<file path="src/hw/rtl/scx_pkg.sv">
// ----------------------------------------------------------------------------
// scx_pkg: shared types and constants for the stereo center extractor
// Widths of the sample path, root and divide chains.
// ----------------------------------------------------------------------------
package scx_pkg;
	localparam int SampleBits = 24;
	localparam int FracBits   = 16;
	localparam int OutBits    = SampleBits + 1;
	localparam int PowBits    = 2 * SampleBits + 1;
	localparam int MagBits    = SampleBits + 1;
	localparam int SumBits    = MagBits + 1;
	localparam int FacBits    = FracBits + 2;
	localparam int SqrtSteps  = (PowBits + 1) / 2;
	localparam int DivSteps   = FracBits + 2;

	typedef struct packed {
		logic signed [SampleBits-1:0] lr;
		logic signed [SampleBits-1:0] li;
		logic signed [SampleBits-1:0] rr;
		logic signed [SampleBits-1:0] ri;
		logic                         last;
	} smp_t;

	// restoring root state: remainder, root, remaining radicand bits
	typedef struct packed {
		logic [MagBits:0]   rem;
		logic [MagBits-1:0] root;
		logic [PowBits:0]   rad;
	} sqst_t;

	// restoring divide state
	typedef struct packed {
		logic [SumBits:0]   rem;
		logic [SumBits-1:0] den;
		logic [FacBits-1:0] quo;
		logic               zero;
	} dvst_t;
endpackage

</file>
<file path="src/hw/rtl/scx_sqrt_cell.sv">
// ----------------------------------------------------------------------------
// scx_sqrt_cell: one root digit for both channels
// Produces one result bit per cell, registered, samples carried along.
// ----------------------------------------------------------------------------
module scx_sqrt_cell import scx_pkg::*; (
	input  logic  clk,
	input  logic  arst_n,
	input  logic  en,
	input  logic  vin,
	input  sqst_t l_in,
	input  sqst_t r_in,
	input  smp_t  d_in,
	output logic  vout,
	output sqst_t l_out,
	output sqst_t r_out,
	output smp_t  d_out
);
	function automatic sqst_t step(input sqst_t s);
		sqst_t o;
		logic [MagBits+2:0] t;
		logic [MagBits+2:0] trial;
		t     = {s.rem, s.rad[PowBits:PowBits-1]};
		trial = {1'b0, s.root, 2'b01};
		o.rad = {s.rad[PowBits-2:0], 2'b00};
		if (t >= trial) begin
			o.rem  = (MagBits+1)'(t - trial);
			o.root = {s.root[MagBits-2:0], 1'b1};
		end else begin
			o.rem  = t[MagBits:0];
			o.root = {s.root[MagBits-2:0], 1'b0};
		end
		return o;
	endfunction

	always_ff @(posedge clk or negedge arst_n) begin
		if (!arst_n) vout <= 1'b0;
		else if (en) vout <= vin;
	end
	always_ff @(posedge clk) begin
		if (en) begin
			l_out <= step(l_in);
			r_out <= step(r_in);
			d_out <= d_in;
		end
	end
endmodule

</file>
<file path="config.mk">
export PLATFORM = sky130hd
export DESIGN_NAME = scx_sqrt_cell
export DESIGN_NICKNAME = d
export VERILOG_FILES = /design/src/hw/rtl/scx_pkg.sv /design/src/hw/rtl/scx_sqrt_cell.sv
export SDC_FILE = /design/constraint.sdc
export NUM_CORES = 1
export LEC_CHECK = 0
export BUFFER_PORTS_ARGS = -buffer_cell sky130_fd_sc_hd__clkbuf_2
export CORE_AREA = 4 4 233 235
export CTS_CLUSTER_DIAMETER = 30
export DETAILED_ROUTE_END_ITERATION = 8
export DIE_AREA = 0 0 237 239
export GPL_ROUTABILITY_DRIVEN = 0
export PLACE_DENSITY = 0.44
export SLEW_MARGIN = 10
export SYNTH_ARGS = -nofsm -noshare
export SYNTH_HDL_FRONTEND = slang
export SYNTH_SLANG_ARGS = --single-unit
</file>
<file path="constraint.sdc">
create_clock -name clk -period 1.9 [get_ports clk]
set_input_delay 0.38 -clock clk [delete_from_list [all_inputs] [get_ports clk]]
set_output_delay 0.38 -clock clk [all_outputs]
set_load 0.05 [all_outputs]
</file>
# Word-level counts from Yosys, hierarchy flattened
# Index checks and enable logic that the tools add are counted.
[totals]
output_inout_bits = 300
regBits = 296
[op_classes]
muxes = 2
n_addsub = 2
order_cmp = 2
[ops]
columns = ["operator", "n"]
rows = [
  ["$mux W51", 2],
  ["$ge A28 B27 Y1", 2],
  ["$sub A26 B26 Y26", 2],
]

# Longest topological paths before layout
[depth]
depth_word = 2
mapped_depth = 13
mapped_depth_nobuf = 11

# Least setup slack after synthesis
# Ideal clock, no wire load.
[synth_timing]
path_kind = "input port to flip-flop"
startpoint = "input port l_in[65] (netlist name)"
endpoint = "register l_out[92] (netlist name) (data pin)"
slack_ps = -808
path_stages = 11
arrival_time_ps = 2448
path_buffers = 2
t_required_ps = 1640
setup_time_ps = 260
cell_sequence = "inv_1 > ha_1 > buf_6 > a21o_1 > a31oi_4 > o211ai_2 > a221o_1 > a31oi_4 > o211ai_4 > buf_6 > mux2_4"
[synth_between]
elab_chain_cells = 2
word_cells_on_any_way = 3
classes_between = "1 x add/sub; 1 x order compare; 1 x mux"
[synth_lines]
columns = ["item", "line_no", "source"]
rows = [
  ["start, declared", "scx_sqrt_cell.sv:10", "input sqst_t l_in,"],
  ["$sub A26 B26 Y26 or $ge A28 B27 Y1 (tied branches)", "scx_sqrt_cell.sv:26, scx_sqrt_cell.sv:25", ""],
  ["$mux W51 *", "scx_sqrt_cell.sv:25", "if (t >= trial) begin"],
  ["end signal, assigned", "scx_sqrt_cell.sv:41", "l_out <= step(l_in);"],
  ["end, declared", "scx_sqrt_cell.sv:14", "output sqst_t l_out,"],
]
# Every way passes the cells marked *; elsewhere a longest branch is shown, timed or not.
# A chain may end at the register's enable or synchronous reset.

# Worst setup path after layout
[layout_timing]
startpoint = "input port r_in[64] (netlist name)"
endpoint = "register r_out[98] (netlist name) (data pin)"
[layout_between]
elab_chain_cells = 2
word_cells_on_any_way = 3
classes_between = "1 x add/sub; 1 x order compare; 1 x mux"
[layout_lines]
columns = ["item", "line_no", "source"]
rows = [
  ["start, declared", "scx_sqrt_cell.sv:11", "input sqst_t r_in,"],
  ["$sub A26 B26 Y26 or $ge A28 B27 Y1 (tied branches)", "scx_sqrt_cell.sv:26, scx_sqrt_cell.sv:25", ""],
  ["$mux W51 *", "scx_sqrt_cell.sv:25", ""],
  ["end signal, assigned", "scx_sqrt_cell.sv:42", "r_out <= step(r_in);"],
  ["end, declared", "scx_sqrt_cell.sv:15", "output sqst_t r_out,"],
]
# Marks and branches as above.

==> results by group <==
Run status
  • Run status: finished, violations left
  • Violated checks: setup timing

Yosys
  • XOR/XNOR Fraction of Synth Area: 0.0303
  • Simple-gate share of the synthesized area: 0.0621
  • Async S/R FF share, synth: 0.00338
  • Seq/Total Area, Yosys: 0.715
  • Mapped Cells: 823
  • Compound-gate portion of the synthesized area: 0.0963
  • EDFF count, synth: between 200 and 300
  • Ranking of synthesized cells by area: edfxtp_1 (71%), ha_1 (5.4%), a21oi_1 (2.3%)
  • Top-count cell post-synth: edfxtp_1
  • Unique masters post-synth: 65
  • Synth area leader: edfxtp_1
  • Synth top area share: 0.713
  • Post-synth top flop: edfxtp_1
  • Mapped Area: 12400 µm²
  • Multiplexer area fraction after synthesis: 0.00997
  • Synth Register Bits: about 300
  • Synth warn: 0
  • Average size of a mapped cell: ~15 µm²
  • Synth top cells by count: edfxtp_1 (295), inv_1 (66), a21oi_1 (58)
  • Largest family of logic cells by synthesized area: compound AO/OA/AOI/OAI gates
  • Post-Synth Adder-Cell Area: 0.0544

Critical path
  • Slowest stage delay, CP: 0.43 ns
  • WP data arrival: 2.50 ns
  • CP Max Fanout: 8
  • Worst EP required: roughly 2.2 ns
  • Crit path capture type: register
  • Cell mode on critical path: a21oi_2
  • Cell Chain, Critical Path: clkbuf_16 -> inv_12 -> ha_4 -> a21oi_2 -> nor2b_1 -> or4_4 -> o22ai_4 -> a31oi_4 -> nor3_4 -> inv_6 -> buf_6 -> buf_12 -> nor2_4 -> a21oi_2
  • R2r startpoint: vout
  • Crit path from: r_in[64]
  • Startpoint types: input pin
  • Crit-path slowest cell: or4_4
  • R2r worst-path depth: 1
  • Flop2flop setup slack: 1.15 ns
  • Critical path class: in -> reg
  • RR Endpoint: vout

Cells and area
  • Area delta synth->final: 95.2%
  • Area of all placed cells without fillers: 24300 µm²
  • Share of layout cells above drive strength 1: 0.566
  • Number of fill cells in the layout: ~4700
  • Final cell count without fillers: 2699
  • Fin nets: approximately 2300
  • Fin util: 0.464

GRT
  • Vias in the first global route: about 12000
  • GRT Util Overall: 0.161
  • First-pass GRT wire length: between 70 and 80 mm
  • Initial antenna violation count: 6
  • Largest net degree at the start of global routing: 70
  • Gr ovfl total: 0

Detailed routing
  • Detailed Routing Iterations Pass 1: 6
  • DR WL/cell: 17.9 µm
  • Vias: 11081
  • First DRT Iteration DRCs: 392
  • Final WL: between 40 and 50 mm
  • Via-per-instance ratio: 4.11
  • ANT nets after route: 0
  • DRC viols: 0

Floorplan
  • Starting Density: 0.238
  • Row count: 84
  • IO Pins: approximately 600
  • Die width: 237 µm
  • Die extent in y: 239 µm
  • Overall die area: 56600 µm²
  • Core box area: 52200 µm²

CTS
  • H-tree levels: 3
  • CTS tree: done
  • Clk slew on worst S/H paths: 0.04 ns
  • Clk_lat worst skew: 0.59 ns
  • Cts bufs inserted: 78
  • Max Root-Sink Buffers: 3
  • CTS sink cnt: 296
  • CTS root buffer: clkbuf_16

Pwr
  • Pwr Density: between 1000 and 1500 nW/µm²
  • Leakage: 0.0107 µW
  • VDD IR-drop max: 0.749 mV

STA
  • RSZ-0062 raised after global routing: yes
  • Worst relative slew slack: 0.551
  • Maximum clock rate: between 400 and 500 MHz
  • Clk_skew: 0 ns
  • Fin. Hold Viols: 0
  • Min Tclk post-route: roughly 2.2 ns
  • Setup WS post-layout: -0.262 ns
  • Setup Viol. Count Final: 54
  • Worst-margin pin slew: about 0.66 ns
  • Final period util: 1.14
  • Final slew viol count: 0

Run
  • Max-cap check violation count: 0

Placed design
  • IO buf count: around 600
  • Dpl hpwl: 36.9 mm
  • Post-Place Cells: around 2300
  • Post-DP Area: around 18000 µm²

Min path
  • Hold depth: 2
  • Worst hold start: r_in[67]
  • WHS Endpoint: r_out[68]
  • HP Class: in -> reg
==> metal layers <==
layer / vias to the layer above / wire length [µm] / track usage
met5: - / 27 / 0
met3: 75 / 3350 / 0.0464
li1: 5376 / - / -
met4: 4 / 1430 / 0.0699
met1: 5256 / 18800 / 0.187
met2: 370 / 24600 / 0.277
==> final cells by class <==
cell class,instances,area [µm²],share of cell area
Sequential cell,296,8880,0.366
Tap cell,688,861,0.0355
Timing Repair Buffer,1059,7480,0.308
Clock buffer,86,2000,0.0826
Clock inverter,55,591,0.0243
Antenna cell,4,10.0,0.000413
Multi-Input combinational cell,444,4140,0.171
Inverter,67,289,0.0119
==> critical path: cells and delay by family <==
family                     cells  cell delay, ns
buffers and inverters          5            0.59
and+or+nand+nor                4            0.89
AOI/OAI and AO/OA              4            0.43
adders and majority gates      1            0.19
==> how the worst max path moves through the flow <==
stage / end / depth (start not counted) / slack [ns]
6_report: r_out[98] / 14 / -0.26
2_1_floorplan: l_out[92] / 10 / -0.58
5_1_grt: l_out[100] / 11 / -0.33
3_3_place_gp: l_out[79] / 12 / -0.87
3_5_place_dp: r_out[91] / 12 / -0.95
4_1_cts: l_out[100] / 11 / -0.24
==> cells by family after synthesis <==
kind of cell,after synthesis
flops,296
fa+ha+maj,54
buf+inv,86
xor+xnor,43
compound gates,176
simple gates,157
other cells,1
mux,10
==> stage by stage <==
step                      setup TNS (ns)  hold WS, ns  setup WS (ns)  power [µW]
after floorplan                   -26.63       0.0844         -0.579       11600
after global placement            -42.65        0.156         -0.874       13500
after detailed placement          -45.05        0.162         -0.947       13500
after CTS                          -5.98       0.0278         -0.235       27100
after global routing              -11.12       0.0569         -0.331       27900
final                              -7.84       0.0813         -0.262       26900
==> report_power, final <==
group          switching (µW)  total [µW]  internal, µW
clock network            4010       12700          8670
registers                 172        8110          7940
logic                    3890        6070          2180
total                    8070       26900         18800
==> sequential cells by signal (all words and copies together), names as in the netlist <==
signal / count
l_out: 99
r_out: 99
vout: 1
d_out: 97
==> cell usage in the layout (no fill, tap or decap), drive strengths merged, types with 3 or more instances in the layout <==
cell type | netlist | final
clkbuf | 2 | 674
edfxtp | 295 | 295
dlygate4sd3 | 0 | 237
buf | 17 | 234
a21oi | 71 | 71
inv | 67 | 69
ha | 54 | 54
nor2 | 51 | 51
nand2 | 40 | 40
clkinv | 0 | 40
o21ai | 27 | 27
xnor2 | 26 | 26
a21o | 18 | 18
xor2 | 17 | 17
a31oi | 13 | 13
nor2b | 11 | 11
mux2 | 10 | 10
nand4 | 9 | 9
nand3 | 9 | 9
bufinv | 0 | 8
nor3 | 7 | 7
o21a | 6 | 6
o211ai | 6 | 6
and3 | 6 | 6
o21bai | 5 | 5
clkinvlp | 0 | 5
a21boi | 5 | 5
a211oi | 5 | 5
diode | 0 | 4
conb | 1 | 4
nand2b | 4 | 4
or2 | 3 | 3
or3 | 3 | 3
o31ai | 3 | 3
and2 | 3 | 3
and4 | 3 | 3
==> timing repair <==
| item | in CTS | in global routing |
|---|---|---|
| hold buffers | 237 | 0 |
| hold endpoints to repair | 237 | 0 |
| pin swaps | 42 | 38 |
| cloned | 1 | 0 |
| buffers inserted | 20 | 13 |
| resized for setup | 85 | 87 |
| setup endpoints to repair | 53 | 54 |
Note: power is estimated with default switching activity, not from simulation.
