[src/hw/rtl/scx_pkg.sv]
// ----------------------------------------------------------------------------
// scx_pkg: shared types and constants for the stereo center extractor
// Widths of the sample path, root and divide chains.
// ----------------------------------------------------------------------------
package scx_pkg;
	localparam int SampleBits = 24;
	localparam int FracBits   = 16;
	localparam int OutBits    = SampleBits + 1;
	localparam int PowBits    = 2 * SampleBits + 1;
	localparam int MagBits    = SampleBits + 1;
	localparam int SumBits    = MagBits + 1;
	localparam int FacBits    = FracBits + 2;
	localparam int SqrtSteps  = (PowBits + 1) / 2;
	localparam int DivSteps   = FracBits + 2;

	typedef struct packed {
		logic signed [SampleBits-1:0] lr;
		logic signed [SampleBits-1:0] li;
		logic signed [SampleBits-1:0] rr;
		logic signed [SampleBits-1:0] ri;
		logic                         last;
	} smp_t;

	// restoring root state: remainder, root, remaining radicand bits
	typedef struct packed {
		logic [MagBits:0]   rem;
		logic [MagBits-1:0] root;
		logic [PowBits:0]   rad;
	} sqst_t;

	// restoring divide state
	typedef struct packed {
		logic [SumBits:0]   rem;
		logic [SumBits-1:0] den;
		logic [FacBits-1:0] quo;
		logic               zero;
	} dvst_t;
endpackage

[src/hw/rtl/scx_div_cell.sv]
// ----------------------------------------------------------------------------
// scx_div_cell: one quotient bit of min/(mL+mR)
// Restoring divide step, registered, samples carried along.
// ----------------------------------------------------------------------------
module scx_div_cell import scx_pkg::*; (
	input  logic  clk,
	input  logic  arst_n,
	input  logic  en,
	input  logic  vin,
	input  dvst_t q_in,
	input  smp_t  d_in,
	output logic  vout,
	output dvst_t q_out,
	output smp_t  d_out
);
	dvst_t nx;
	logic [SumBits+1:0] t;
	always_comb begin
		t = {q_in.rem, 1'b0};
		nx = q_in;
		if (t >= {2'b00, q_in.den}) begin
			nx.rem = (SumBits+1)'(t - {2'b00, q_in.den});
			nx.quo = {q_in.quo[FacBits-2:0], 1'b1};
		end else begin
			nx.rem = t[SumBits:0];
			nx.quo = {q_in.quo[FacBits-2:0], 1'b0};
		end
	end
	always_ff @(posedge clk or negedge arst_n) begin
		if (!arst_n) vout <= 1'b0;
		else if (en) vout <= vin;
	end
	always_ff @(posedge clk) begin
		if (en) begin
			q_out <= nx;
			d_out <= d_in;
		end
	end
endmodule
[config.mk]
export PLATFORM = sky130hd
export DESIGN_NAME = scx_div_cell
export DESIGN_NICKNAME = d
export VERILOG_FILES = /design/src/hw/rtl/scx_pkg.sv /design/src/hw/rtl/scx_div_cell.sv
export SDC_FILE = /design/constraint.sdc
export NUM_CORES = 1
export LEC_CHECK = 0
export BUFFER_PORTS_ARGS = -buffer_cell sky130_fd_sc_hd__buf_2
export CORE_AREA = 2 2 133 135
export CTS_BUF_LIST = sky130_fd_sc_hd__clkbuf_16
export DETAILED_ROUTE_END_ITERATION = 16
export DIE_AREA = 0 0 135 137
export GPL_TIMING_DRIVEN = 0
export PLACE_DENSITY = 0.72
export SLEW_MARGIN = 20
export SYNTH_ARGS = -nofsm -noshare
export SYNTH_HDL_FRONTEND = slang
export SYNTH_SLANG_ARGS = --single-unit
[constraint.sdc]
create_clock -name clk -period 1.1 [get_ports clk]
set_input_delay 0.11 -clock clk [delete_from_list [all_inputs] [get_ports clk]]
set_output_delay 0.11 -clock clk [all_outputs]
set_load 0.01 [all_outputs]
======== Yosys cells after proc, flatten, opt, wreduce, memory -nomap -nowiden ========
Cells that the tools add are included.
operators by class
  add/sub/neg operators ................... 1
  multipliers ............................. 0
  divide/modulo/power cells ............... 0
  order comparisons ....................... 1
  equality and inequality tests ........... 0
  shift-type cells ........................ 0
  muxes and demuxes ....................... 2
  bitwise gates (word level) .............. 0
  reduce and logical (&&, ||, !) cells .... 0
operators by type and width
  kind            count
  $ge 28x26->1    1
  $mux 27         1
  $sub 27x26->27  1
  $mux 1          1
storage, ports and cells
  register bits ........................... 170
  bits in latches ......................... 0
  RAM bits ................................ 0
  ROM bits ................................ 0
  input bits .............................. 173
  output and inout port bits .............. 170
  memories kept ........................... 0

======== Longest topological paths before layout ========
Gate-level depths: netlist of run 1.
  word-level depth ........................ 2
  depth in mapped cells ................... 12
  gate-level depth less buffers ........... 10

======== Worst setup path before layout of run 1 ========
No wires, ideal clock.
  path type ............................... in2reg
  start point ............................. in q_in[28] in the netlist's numbering
  end point ............................... reg q_out[49] in the netlist's numbering, data pin
  library setup time ...................... 0.260 ns
  arrival ................................. 2.143 ns
  data required time ...................... 0.840 ns
  setup slack ............................. -1.303 ns
  cell stages on the path ................. 10
  cell sequence ........................... inv_1 -> ha_1 -> clkbuf_1 -> nand4_1 -> a211o_1 -> a2111oi_4 -> nor3_4 -> inv_4 -> buf_12 -> mux2_4
RTL lines
  what                    line                text
  start: declaration      scx_div_cell.sv:10  input dvst_t q_in,
  end signal: assignment  scx_div_cell.sv:35  q_out <= nx;
  end: declaration        scx_div_cell.sv:13  output dvst_t q_out,

==> results of run 1 <==
[registers in the layout, indices dropped and copies added (netlist names)]
| signal | cells |
|---|---|
| vout | 1 |
| q_out | 72 |
| d_out | 97 |
[per-layer routing]
layer  track usage [%]  up-vias  wire, µm
met2              44.0      285     13000
met1              29.8     2937      9600
met3              7.07       63      1790
li1                  -     2827         -
met5                 0        -        27
met4              12.3        4      1010
[cells in the mapped netlist (3+ instances only)]
cell      number
clkbuf_1       8
nand2_1       22
ha_1          26
nor2_1        26
a31oi_1        3
mux2_4         6
buf_2          5
mux2_2         3
nand3_1        6
a21oi_1       45
inv_1         35
and4_1         3
a21o_1         6
xnor2_1       13
nand4_1        8
o21bai_1       3
edfxtp_1     169
nor3_1         3
o21ai_0       16
xor2_1        11
[what timing repair did]
action / CTS / global route
cloned: 0 / 0
hold endpoints to repair: 147 / 1
setup buffers: 25 / 14
pin swaps: 14 / 14
setup endpoints to repair: 34 / 70
hold buffers: 148 / 1
resized for setup: 64 / 63
[power groups by stage]
stage / Clock [W] / Combinational, W / Sequential (W)
finish: 0.00656 / 0.00382 / 0.00800
global route: 0.00688 / 0.00406 / 0.00805
detailed placement: 0 / 0.00283 / 0.00811
CTS: 0.00664 / 0.00354 / 0.00797
floorplan: 0 / 0.00112 / 0.00846
global placement: 0 / 0.00278 / 0.00811
[cell families after synthesis]
logic type               after synthesis  share of synthesized area, %
adder cells (fa/ha/maj)               27                          4.90
AO/OA/AOI/OAI                         98                          8.81
buffers and inverters                 53                          3.44
AND/OR/NAND/NOR                       77                          5.59
XOR/XNOR                              24                          2.98
multiplexers                          10                          1.90
flip-flops                           170                          72.4
[critical path, stage by stage]
cell and delay [ns]:
buf_6 0.10, inv_4 0.05, fa_2 0.22, a21oi_2 0.07, nand4b_4 0.19, a211o_4 0.38, a2111oi_4 0.39, nor3_4 0.10
inv_4 0.08, buf_4 0.13, mux2_2 0.33
[per-stage QoR]
step                      power [W]  util (%)  setup WS [ns]
after floorplan             0.00958         -          -1.14
after global placement       0.0109      54.2          -2.33
after detailed placement     0.0109      54.5          -1.59
after CTS                    0.0181      69.6         -0.875
after global routing         0.0190      71.5         -0.926
final                        0.0184      71.6         -0.884
[layout make-up]
class / instances / area share [%]
clock inverter: 14 / 1.69
inverter: 36 / 1.27
antenna: 6 / 0.123
timing repair buffer: 529 / 30.2
tap: 225 / 2.31
sequential: 170 / 41.8
clock buffer: 17 / 3.49
multi-input combinational: 236 / 17.6
buffer: 14 / 1.53
[how the worst min path moves through the flow]
stage | endpoint | slack (ns)
final | q_out[55] | 0.02
after global routing | q_out[55] | 0.005
after CTS | q_out[54] | 0.007
after detailed placement | vout | -0.09
after global placement | vout | -0.09
after floorplan | vout | -0.19
==> summary.txt, run 1 <==
Outcome
  – Failing checks: negative setup slack
  – Outcome: complete, but fails checks

Setup path
  – Critical path endpoint: q_out[48]
  – CP startpoint: q_in[20]
  – RR Startpoint: vout
  – CP Capture Type: flop
  – WP data arrival: 2.16 ns
  – CP Max Fanout: 3
  – Reg2Reg Setup Slack: 0.36 ns
  – CP Class: input pin to flop
  – Setup crit start kind: input pin
  – Critical Path RT: 1.28 ns
  – Worst R2R End: vout
  – Reg2Reg Depth: 1

Pwr
  – Clk pwr share: 35.7%
  – Psw: 0.00477 W
  – Int Power: 0.0136 W
  – Peak supply drop: 1.18 mV
  – Seq pwr share: 43.5%
  – Sw frac: 25.9%
  – Comb power frac: 20.8%
  – Pwr dens: 1510 nW/µm²
  – P_leak: 5.21 nW

Global routing
  – Largest net degree at the start of global routing: 88
  – Total grt overflow: 0
  – Initial antenna violation count: 6
  – Vias in the first global route: 6137
  – First-pass GRT wire length: 34800 µm
  – GRT Overall Usage: 25.6%

Cells and area
  – Layout Cells excl Fill: 1247
  – Most common cell after layout, fill and taps aside: buf_2
  – Reg area: 5100 µm²
  – Fraction of layout cells with a size suffix above 1: 50.6%
  – Total Nets Final: 1204
  – Fillcell total: 1103
  – Area Growth Syn to Fin: 73.2%
  – Design Area, Final: 12200 µm²
  – Commonest non-fill, non-tap cells in the layout: 315 x buf_2, 169 x edfxtp_1, 149 x dlygate4sd3_1
  – Multi-input gate area: 2150 µm²

Placement
  – Placed instance count: 1026
  – Post-Place Cell Area: 9290 µm²
  – Hpwl dp: 16500 µm
  – PortBufs: 341
  – GP Congestion: 0.862

Yosys
  – Synthesized area per cell: 15.4 µm²
  – Post-synth EDFFs: 169
  – Share of the synthesized area in the top cell type: 72.0%
  – Asr flop ratio synth: 0.588%
  – Synth Instances: 459
  – Synth Warn #: 0
  – Post-synthesis sequential area ratio: 72.4%
  – Ys flop type: edfxtp_1
  – Post-synthesis cell area: 7050 µm²
  – Synth area leaders: edfxtp_1 72%, ha_1 4.6%, a21oi_1 3.2%
  – Syn Nets: 659
  – Flops & latches, synth: 170
  – Synth unique cells: 54
  – Post-synth top area cell: edfxtp_1

Timing
  – Clock skew: 0 ns
  – Final hold slack: 0.0215 ns
  – Final TNS setup: -22.09 ns
  – Fin. max-slew vios: 0
  – Final setup fails: 34
  – Setup ws final: -0.884 ns
  – Least-Margin Pin Slew: 0.682 ns
  – Final hold violation count: 0
  – Rel. slew slack: 54.5%
  – Min Tclk post-route: 1.98 ns
  – RSZ-0062 raised after global routing: yes
  – F_max: 504 MHz
  – Part of the cycle the worst path needs: 180%

Clocking
  – Root buffer cell: clkbuf_16
  – Num CTS Buffers: 17
  – Sink Count: 170
  – CTS Buffer Depth: 2
  – H-tree depth: 4
  – Clock latency on the worst-skew pair: 0.42 ns
  – CTS tree: done
  – CTS clk-pin slew, worst paths: 0.07 ns

Route
  – Vias/cell: 4.90
  – Initial DRC count: 438
  – DRC viols: 0
  – Pre-antenna DRT Iters: 5
  – WL final: 25400 µm
  – Number of routed nets with antenna violations: 0
  – DR vias: 6116
  – Wire per inst: 20.4 µm

Floorplan
  – Core Box Area: 17100 µm²
  – Starting density of the core: 41.3%
  – I/O pins: 343
  – Die Ht: 137 µm
  – Die footprint: 18500 µm²
  – Die X: 135 µm
  – FP Rows: 48

Hold path
  – Worst Min Path Start: q_in[54]
  – Worst hold path class: input pin to flop
  – Hold Path Depth: 2

Job
  – Max Cap Viol: 0
(Power assumes the default switching activity.)
==> inputs of run 2 (changes only) <==
Settings changed: HOLD_SLACK_MARGIN from default to 0.08.
==> run 2 against run 1 <==
Against the previous run:
- the run still ends with negative setup slack left
- die area unchanged
- fmax rose by 0.37%
- non-clock buffer count up 15
- global-route usage increased by 0.46 points
- worst setup slack improved by 0.0072 ns
- critical path depth did not move
- cell count is 1.1% higher
- clock skew unchanged
- final area rose by 0.79%
- combinational power barely moved
- sequential cell count unchanged
- largest cell class unchanged
==> summary.txt, run 2 (synthesis gave the netlist of run 1 again) <==
Outcome
  – Outcome: complete, but fails checks
  – Failing checks: negative setup slack

Setup path
  – CP startpoint: q_in[23]
  – Reg2Reg Setup Slack: 0.36 ns
  – CP Max Fanout: 8
  – CP Capture Type: flop
  – CP Class: input pin to flop
  – WP data arrival: 2.15 ns
  – Critical path endpoint: q_out[65]
  – Worst R2R End: vout
  – Critical Path RT: 1.27 ns
  – Reg2Reg Depth: 1
  – Setup crit start kind: input pin
  – RR Startpoint: vout

Cells and area
  – Fillcell total: 1089
  – Most common cell after layout, fill and taps aside: buf_2
  – Layout Utilization: 72.1%
  – Fraction of layout cells with a size suffix above 1: 49.3%
  – Commonest non-fill, non-tap cells in the layout: 318 x buf_2, 169 x edfxtp_1, 169 x dlygate4sd3_1
  – Max FFs per register: 97
  – Layout Cells excl Fill: 1261
  – Total Nets Final: 1219
  – Design Area, Final: 12300 µm²
  – Area Growth Syn to Fin: 74.6%
  – Biggest register: d_out
  – Largest regs: d_out x97, q_out x72, vout x1

Pwr
  – Peak supply drop: 1.19 mV
  – Pwr dens: 1490 nW/µm²
  – P_leak: 5.25 nW

Placement
  – Place WS: -1.59 ns
  – PortBufs: 341
  – Placed instance count: 1026
  – Post-Place Cell Area: 9290 µm²
  – GP Congestion: 0.862
  – Hpwl dp: 16500 µm

Global routing
  – Vias in the first global route: 6258
  – GRT Overall Usage: 26.1%
  – First-pass GRT wire length: 35500 µm
  – Total grt overflow: 0
  – Largest net degree at the start of global routing: 88
  – Initial antenna violation count: 5

Clocking
  – Sink Count: 170
  – H-tree depth: 4
  – CTS clk-pin slew, worst paths: 0.07 ns
  – Num CTS Buffers: 17
  – Root buffer cell: clkbuf_16
  – Clock latency on the worst-skew pair: 0.42 ns
  – CTS tree: done
  – CTS Buffer Depth: 2

Floorplan
  – I/O pins: 343
  – FP Rows: 48
  – Core Box Area: 17100 µm²
  – Die Ht: 137 µm
  – Starting density of the core: 41.3%
  – Die X: 135 µm
  – Die footprint: 18500 µm²

Timing
  – Least-Margin Pin Slew: 0.676 ns
  – Min Tclk post-route: 1.98 ns
  – Final setup fails: 34
  – Rel. slew slack: 55.0%
  – Setup ws final: -0.876 ns
  – Part of the cycle the worst path needs: 180%
  – Final hold violation count: 0
  – Clock skew: 0 ns
  – Fin. max-slew vios: 0
  – F_max: 506 MHz
  – Final TNS setup: -22.15 ns
  – RSZ-0062 raised after global routing: yes

Hold path
  – Worst hold path class: input pin to flop

Job
  – Max Cap Viol: 0

Route
  – WL final: 25600 µm
  – Pre-antenna DRT Iters: 5
  – Number of routed nets with antenna violations: 0
  – Initial DRC count: 396
  – DR vias: 6199
  – Vias/cell: 4.92
  – DRC viols: 0
  – Wire per inst: 20.3 µm
[run 2: critical path, stage by stage]
cell and delay, ns:
buf_8 0.08, inv_4 0.03, ha_4 0.29, a21o_1 0.17, a21oi_2 0.09, a211o_4 0.35
a2111oi_4 0.39, nor3_4 0.10, inv_4 0.08, buf_12 0.15, mux2_4 0.30
[run 2: worst min path at each step]
stage                            to  slack (ns)      from  depth (start not counted)
after CTS                 q_out[60]        0.12  q_in[59]                          3
final                     q_out[60]        0.08  q_in[59]                          3
after global placement         vout       -0.09    arst_n                          1
after floorplan                vout       -0.19    arst_n                          0
after detailed placement       vout       -0.09    arst_n                          1
after global routing      q_out[60]        0.10  q_in[59]                          3
[run 2: through the flow]
step                power, W  hold slack (ns)
finish                0.0184           0.0820
global route          0.0190            0.100
floorplan            0.00958           -0.186
detailed placement    0.0109          -0.0921
global placement      0.0109          -0.0932
CTS                   0.0182            0.123
[run 2: area by class of cell]
cell class | instances | area, µm² | share of cell area, %
buffer | 13 | 174 | 1.41
multi-input combinational | 236 | 2120 | 17.2
timing repair buffer | 545 | 3830 | 31.1
antenna | 5 | 12.5 | 0.102
sequential | 170 | 5100 | 41.5
clock buffer | 17 | 425 | 3.46
tap | 225 | 282 | 2.29
clock inverter | 14 | 206 | 1.68
inverter | 36 | 153 | 1.24
[run 2: metal layers]
metal / up-vias / track usage (%) / routed length [µm] / share of wire [%]
li1: 2858 / - / - / -
met1: 2987 / 29.9 / 9540 / 37
met5: - / 0 / 31 / 0.12
met3: 62 / 7.63 / 1860 / 7.3
met4: 4 / 11.8 / 928 / 3.6
met2: 288 / 45.3 / 13300 / 52
[run 2: power by group]
group,leakage [nW],switching [W],internal [W]
sequential,1.67,0.000166,0.00783
combinational,3.28,0.00189,0.00192
clock,0.307,0.00270,0.00386
[run 2: repair_timing]
item	CTS	global route
endpoints found under the setup margin	34	69
gates cloned	0	0
pin swaps	14	14
setup buffers	25	10
resized for setup	64	55
hold endpoints to repair	168	0
hold buffers	169	0
==> inputs of run 3 (changes only) <==
Settings changed: ABC_AREA from default to 1, PLACE_DENSITY 0.72 to 0.75.
==> run 3 against run 2 <==
Against the previous run:
- the flow still finishes with violations (negative setup slack)
- routed wire length grew 14%
- combinational power up 13%
- cell count grew 20%
- area after synthesis is 7.8% higher
- global-route usage grew 3.6 points
- die area is the same
- sequential share of layout area shrank 3.4 points
- via count increased by 20%
- worst setup slack improved by 0.48 ns
- largest power group unchanged
- highest routed layer unchanged
==> summary.txt, run 3 <==
Pwr
  – Psw: 0.00528 W
  – Pwr dens: 1360 nW/µm²
  – Seq pwr share: 43.9%
  – Sw frac: 29.0%
  – Total power: 0.0182 W
  – Comb power frac: 23.7%
  – Int Power: 0.0129 W
  – Peak supply drop: 1.11 mV
  – Clk pwr share: 32.4%
  – P_leak: 6.25 nW

Outcome
  – Failing checks: negative setup slack
  – Outcome: complete, but fails checks

Setup path
  – CP Class: input pin to flop
  – Critical Path RT: 1.29 ns
  – CP Capture Type: flop
  – Crit path cell chain: buf_2 -> inv_2 -> ha_4 -> nand2_4 -> nor2_2 -> nand4_1 -> nand3b_1 -> nand2_1 -> nand2_1 -> nand2_1 -> nand3_1 -> nand2_1
  – Top delay family on crit path: simple AND/OR/NAND/NOR gates
  – WP data arrival: 1.69 ns
  – Max stage delay on crit path: 0.31 ns
  – CP Max Fanout: 4
  – Reg2Reg Setup Slack: 0.31 ns
  – Bufs and invs on worst path: 2
  – Most used cell, CP: nand2_1
  – Setup crit start kind: input pin
  – Critical path's slowest cell: ha_4

Yosys
  – Flops & latches, synth: 170
  – Syn Nets: 889
  – Synth Instances: 689
  – Synth Warn #: 0
  – Synth area leaders: edfxtp_1 67%, nand2_1 11%, inv_1 5.7%
  – Synthesized area per cell: 11.0 µm²
  – Synth unique cells: 30
  – Top-count cell post-synth: nand2_1
  – Post-synth EDFFs: 169
  – Synth top cells by count: 227 x nand2_1, 169 x edfxtp_1, 116 x inv_1
  – Post-synthesis sequential area ratio: 67.1%
  – Ys flop type: edfxtp_1
  – Post-synthesis cell area: 7600 µm²
  – Post-synth top area cell: edfxtp_1
  – Asr flop ratio synth: 0.588%
  – Share of the synthesized area in the top cell type: 66.8%

Route
  – Vias/cell: 4.93
  – Wire per inst: 19.4 µm
  – DRC viols: 0
  – WL final: 29300 µm
  – DR vias: 7458
  – Initial DRC count: 594
  – Number of routed nets with antenna violations: 0
  – Pre-antenna DRT Iters: 6

Clocking
  – Clock latency on the worst-skew pair: 0.42 ns
  – CTS tree: done
  – Sink Count: 170
  – Root buffer cell: clkbuf_16
  – CTS clk-pin slew, worst paths: 0.07 ns
  – H-tree depth: 4
  – CTS Buffer Depth: 2
  – Num CTS Buffers: 17

Cells and area
  – Max FFs per register: 97
  – Layout Utilization: 78.7%
  – Fillcell total: 997
  – Biggest register: d_out
  – Commonest non-fill, non-tap cells in the layout: 304 x buf_2, 170 x dlygate4sd3_1, 169 x edfxtp_1
  – Fraction of layout cells with a size suffix above 1: 46.8%
  – Layout Cells excl Fill: 1514
  – Largest regs: d_out x97, q_out x72, vout x1
  – Total Nets Final: 1471
  – Area Growth Syn to Fin: 76.6%
  – Most common cell after layout, fill and taps aside: buf_2

Timing
  – Final setup fails: 36
  – Part of the cycle the worst path needs: 136%
  – Min Tclk post-route: 1.49 ns
  – Clock skew: 0 ns
  – Fin. max-slew vios: 0
  – Final hold slack: 0.127 ns
  – Final hold violation count: 0
  – Final TNS setup: -9.37 ns
  – Setup ws final: -0.394 ns
  – Least-Margin Pin Slew: 0.654 ns
  – F_max: 669 MHz
  – RSZ-0062 raised after global routing: yes
  – Rel. slew slack: 56.4%

Global routing
  – Total grt overflow: 0
  – Vias in the first global route: 7303
  – GRT Overall Usage: 29.7%
  – Initial antenna violation count: 4
  – First-pass GRT wire length: 40600 µm
  – Largest net degree at the start of global routing: 95

Placement
  – Hpwl dp: 17700 µm
  – PortBufs: 341
  – GP Congestion: 0.906
  – Placed instance count: 1256

Floorplan
  – Starting density of the core: 44.5%
  – FP Rows: 48
  – Core Box Area: 17100 µm²
  – I/O pins: 343
  – Die X: 135 µm
  – Die Ht: 137 µm
  – Die footprint: 18500 µm²

Job
  – Max Cap Viol: 0

Hold path
  – Worst hold path class: input pin to flop
## run 3: cells by family (layout without fill, tap and decap cells)
| group | count (synthesis) | count (layout) | share of synthesized area, % |
|---|---|---|---|
| AO/OA/AOI/OAI | 26 | 26 | 2.03 |
| buffers and inverters | 127 | 722 | 6.64 |
| flip-flops | 170 | 170 | 67.1 |
| adder cells (fa/ha/maj) | 27 | 27 | 4.55 |
| multiplexers | 1 | 1 | 0.148 |
| XOR/XNOR | 13 | 13 | 1.50 |
| other | 0 | 5 | 0 |
| AND/OR/NAND/NOR | 325 | 325 | 18.0 |
## run 3: layout make-up
cell class                 instances  area [µm²]  share of cell area [%]
sequential                       170        5100                    38.0
timing repair buffer             563        4150                    30.9
multi-input combinational        392        2730                    20.3
inverter                         122         488                    3.64
clock buffer                      17         425                    3.17
tap                              225         282                    2.10
clock inverter                    15         156                    1.17
buffer                             5        81.3                   0.606
antenna                            5        12.5                  0.0932
## run 3: repair_timing
item,in CTS,in global routing
setup buffers,43,5
cloned,2,1
hold buffers,168,2
pin swaps,11,33
resized for setup,123,95
endpoints found under the setup margin,37,82
hold endpoints to repair,169,2
## run 3: path summary, 6_finish.rpt
| check | start | end | cells past startpoint |
|---|---|---|---|
| max reg2reg | vout | vout | 1 |
| max in group asynchronous | arst_n | vout | 3 |
| min reg2reg | vout | vout | 1 |
| min in group asynchronous | arst_n | vout | 3 |
| min | q_in[70] | q_out[71] | 4 |
| max | q_in[28] | q_out[63] | 12 |
## run 3: metal layers
layer | global-route usage, % | routed length (µm) | vias up
met5 | 0 | 13 | -
met4 | 13.0 | 1020 | 2
met3 | 8.00 | 2100 | 82
met2 | 54.3 | 15700 | 399
met1 | 32.3 | 10500 | 3542
li1 | - | - | 3433
## run 3: metrics by stage
stage                     instance area [µm²]  worst slack (ns)
after detailed placement                 9990            -0.891
after CTS                               13000            -0.281
after floorplan                          7960            -0.534
final                                   13400            -0.394
after global placement                   9950             -2.27
after global routing                    13400            -0.420
## run 3: power by group through the flow
stage               clock, W  combinational [W]  sequential [W]
floorplan                  0            0.00122         0.00844
global placement           0            0.00292         0.00811
detailed placement         0            0.00300         0.00810
CTS                  0.00594            0.00390         0.00797
global route         0.00621            0.00457         0.00804
finish               0.00589            0.00431         0.00800
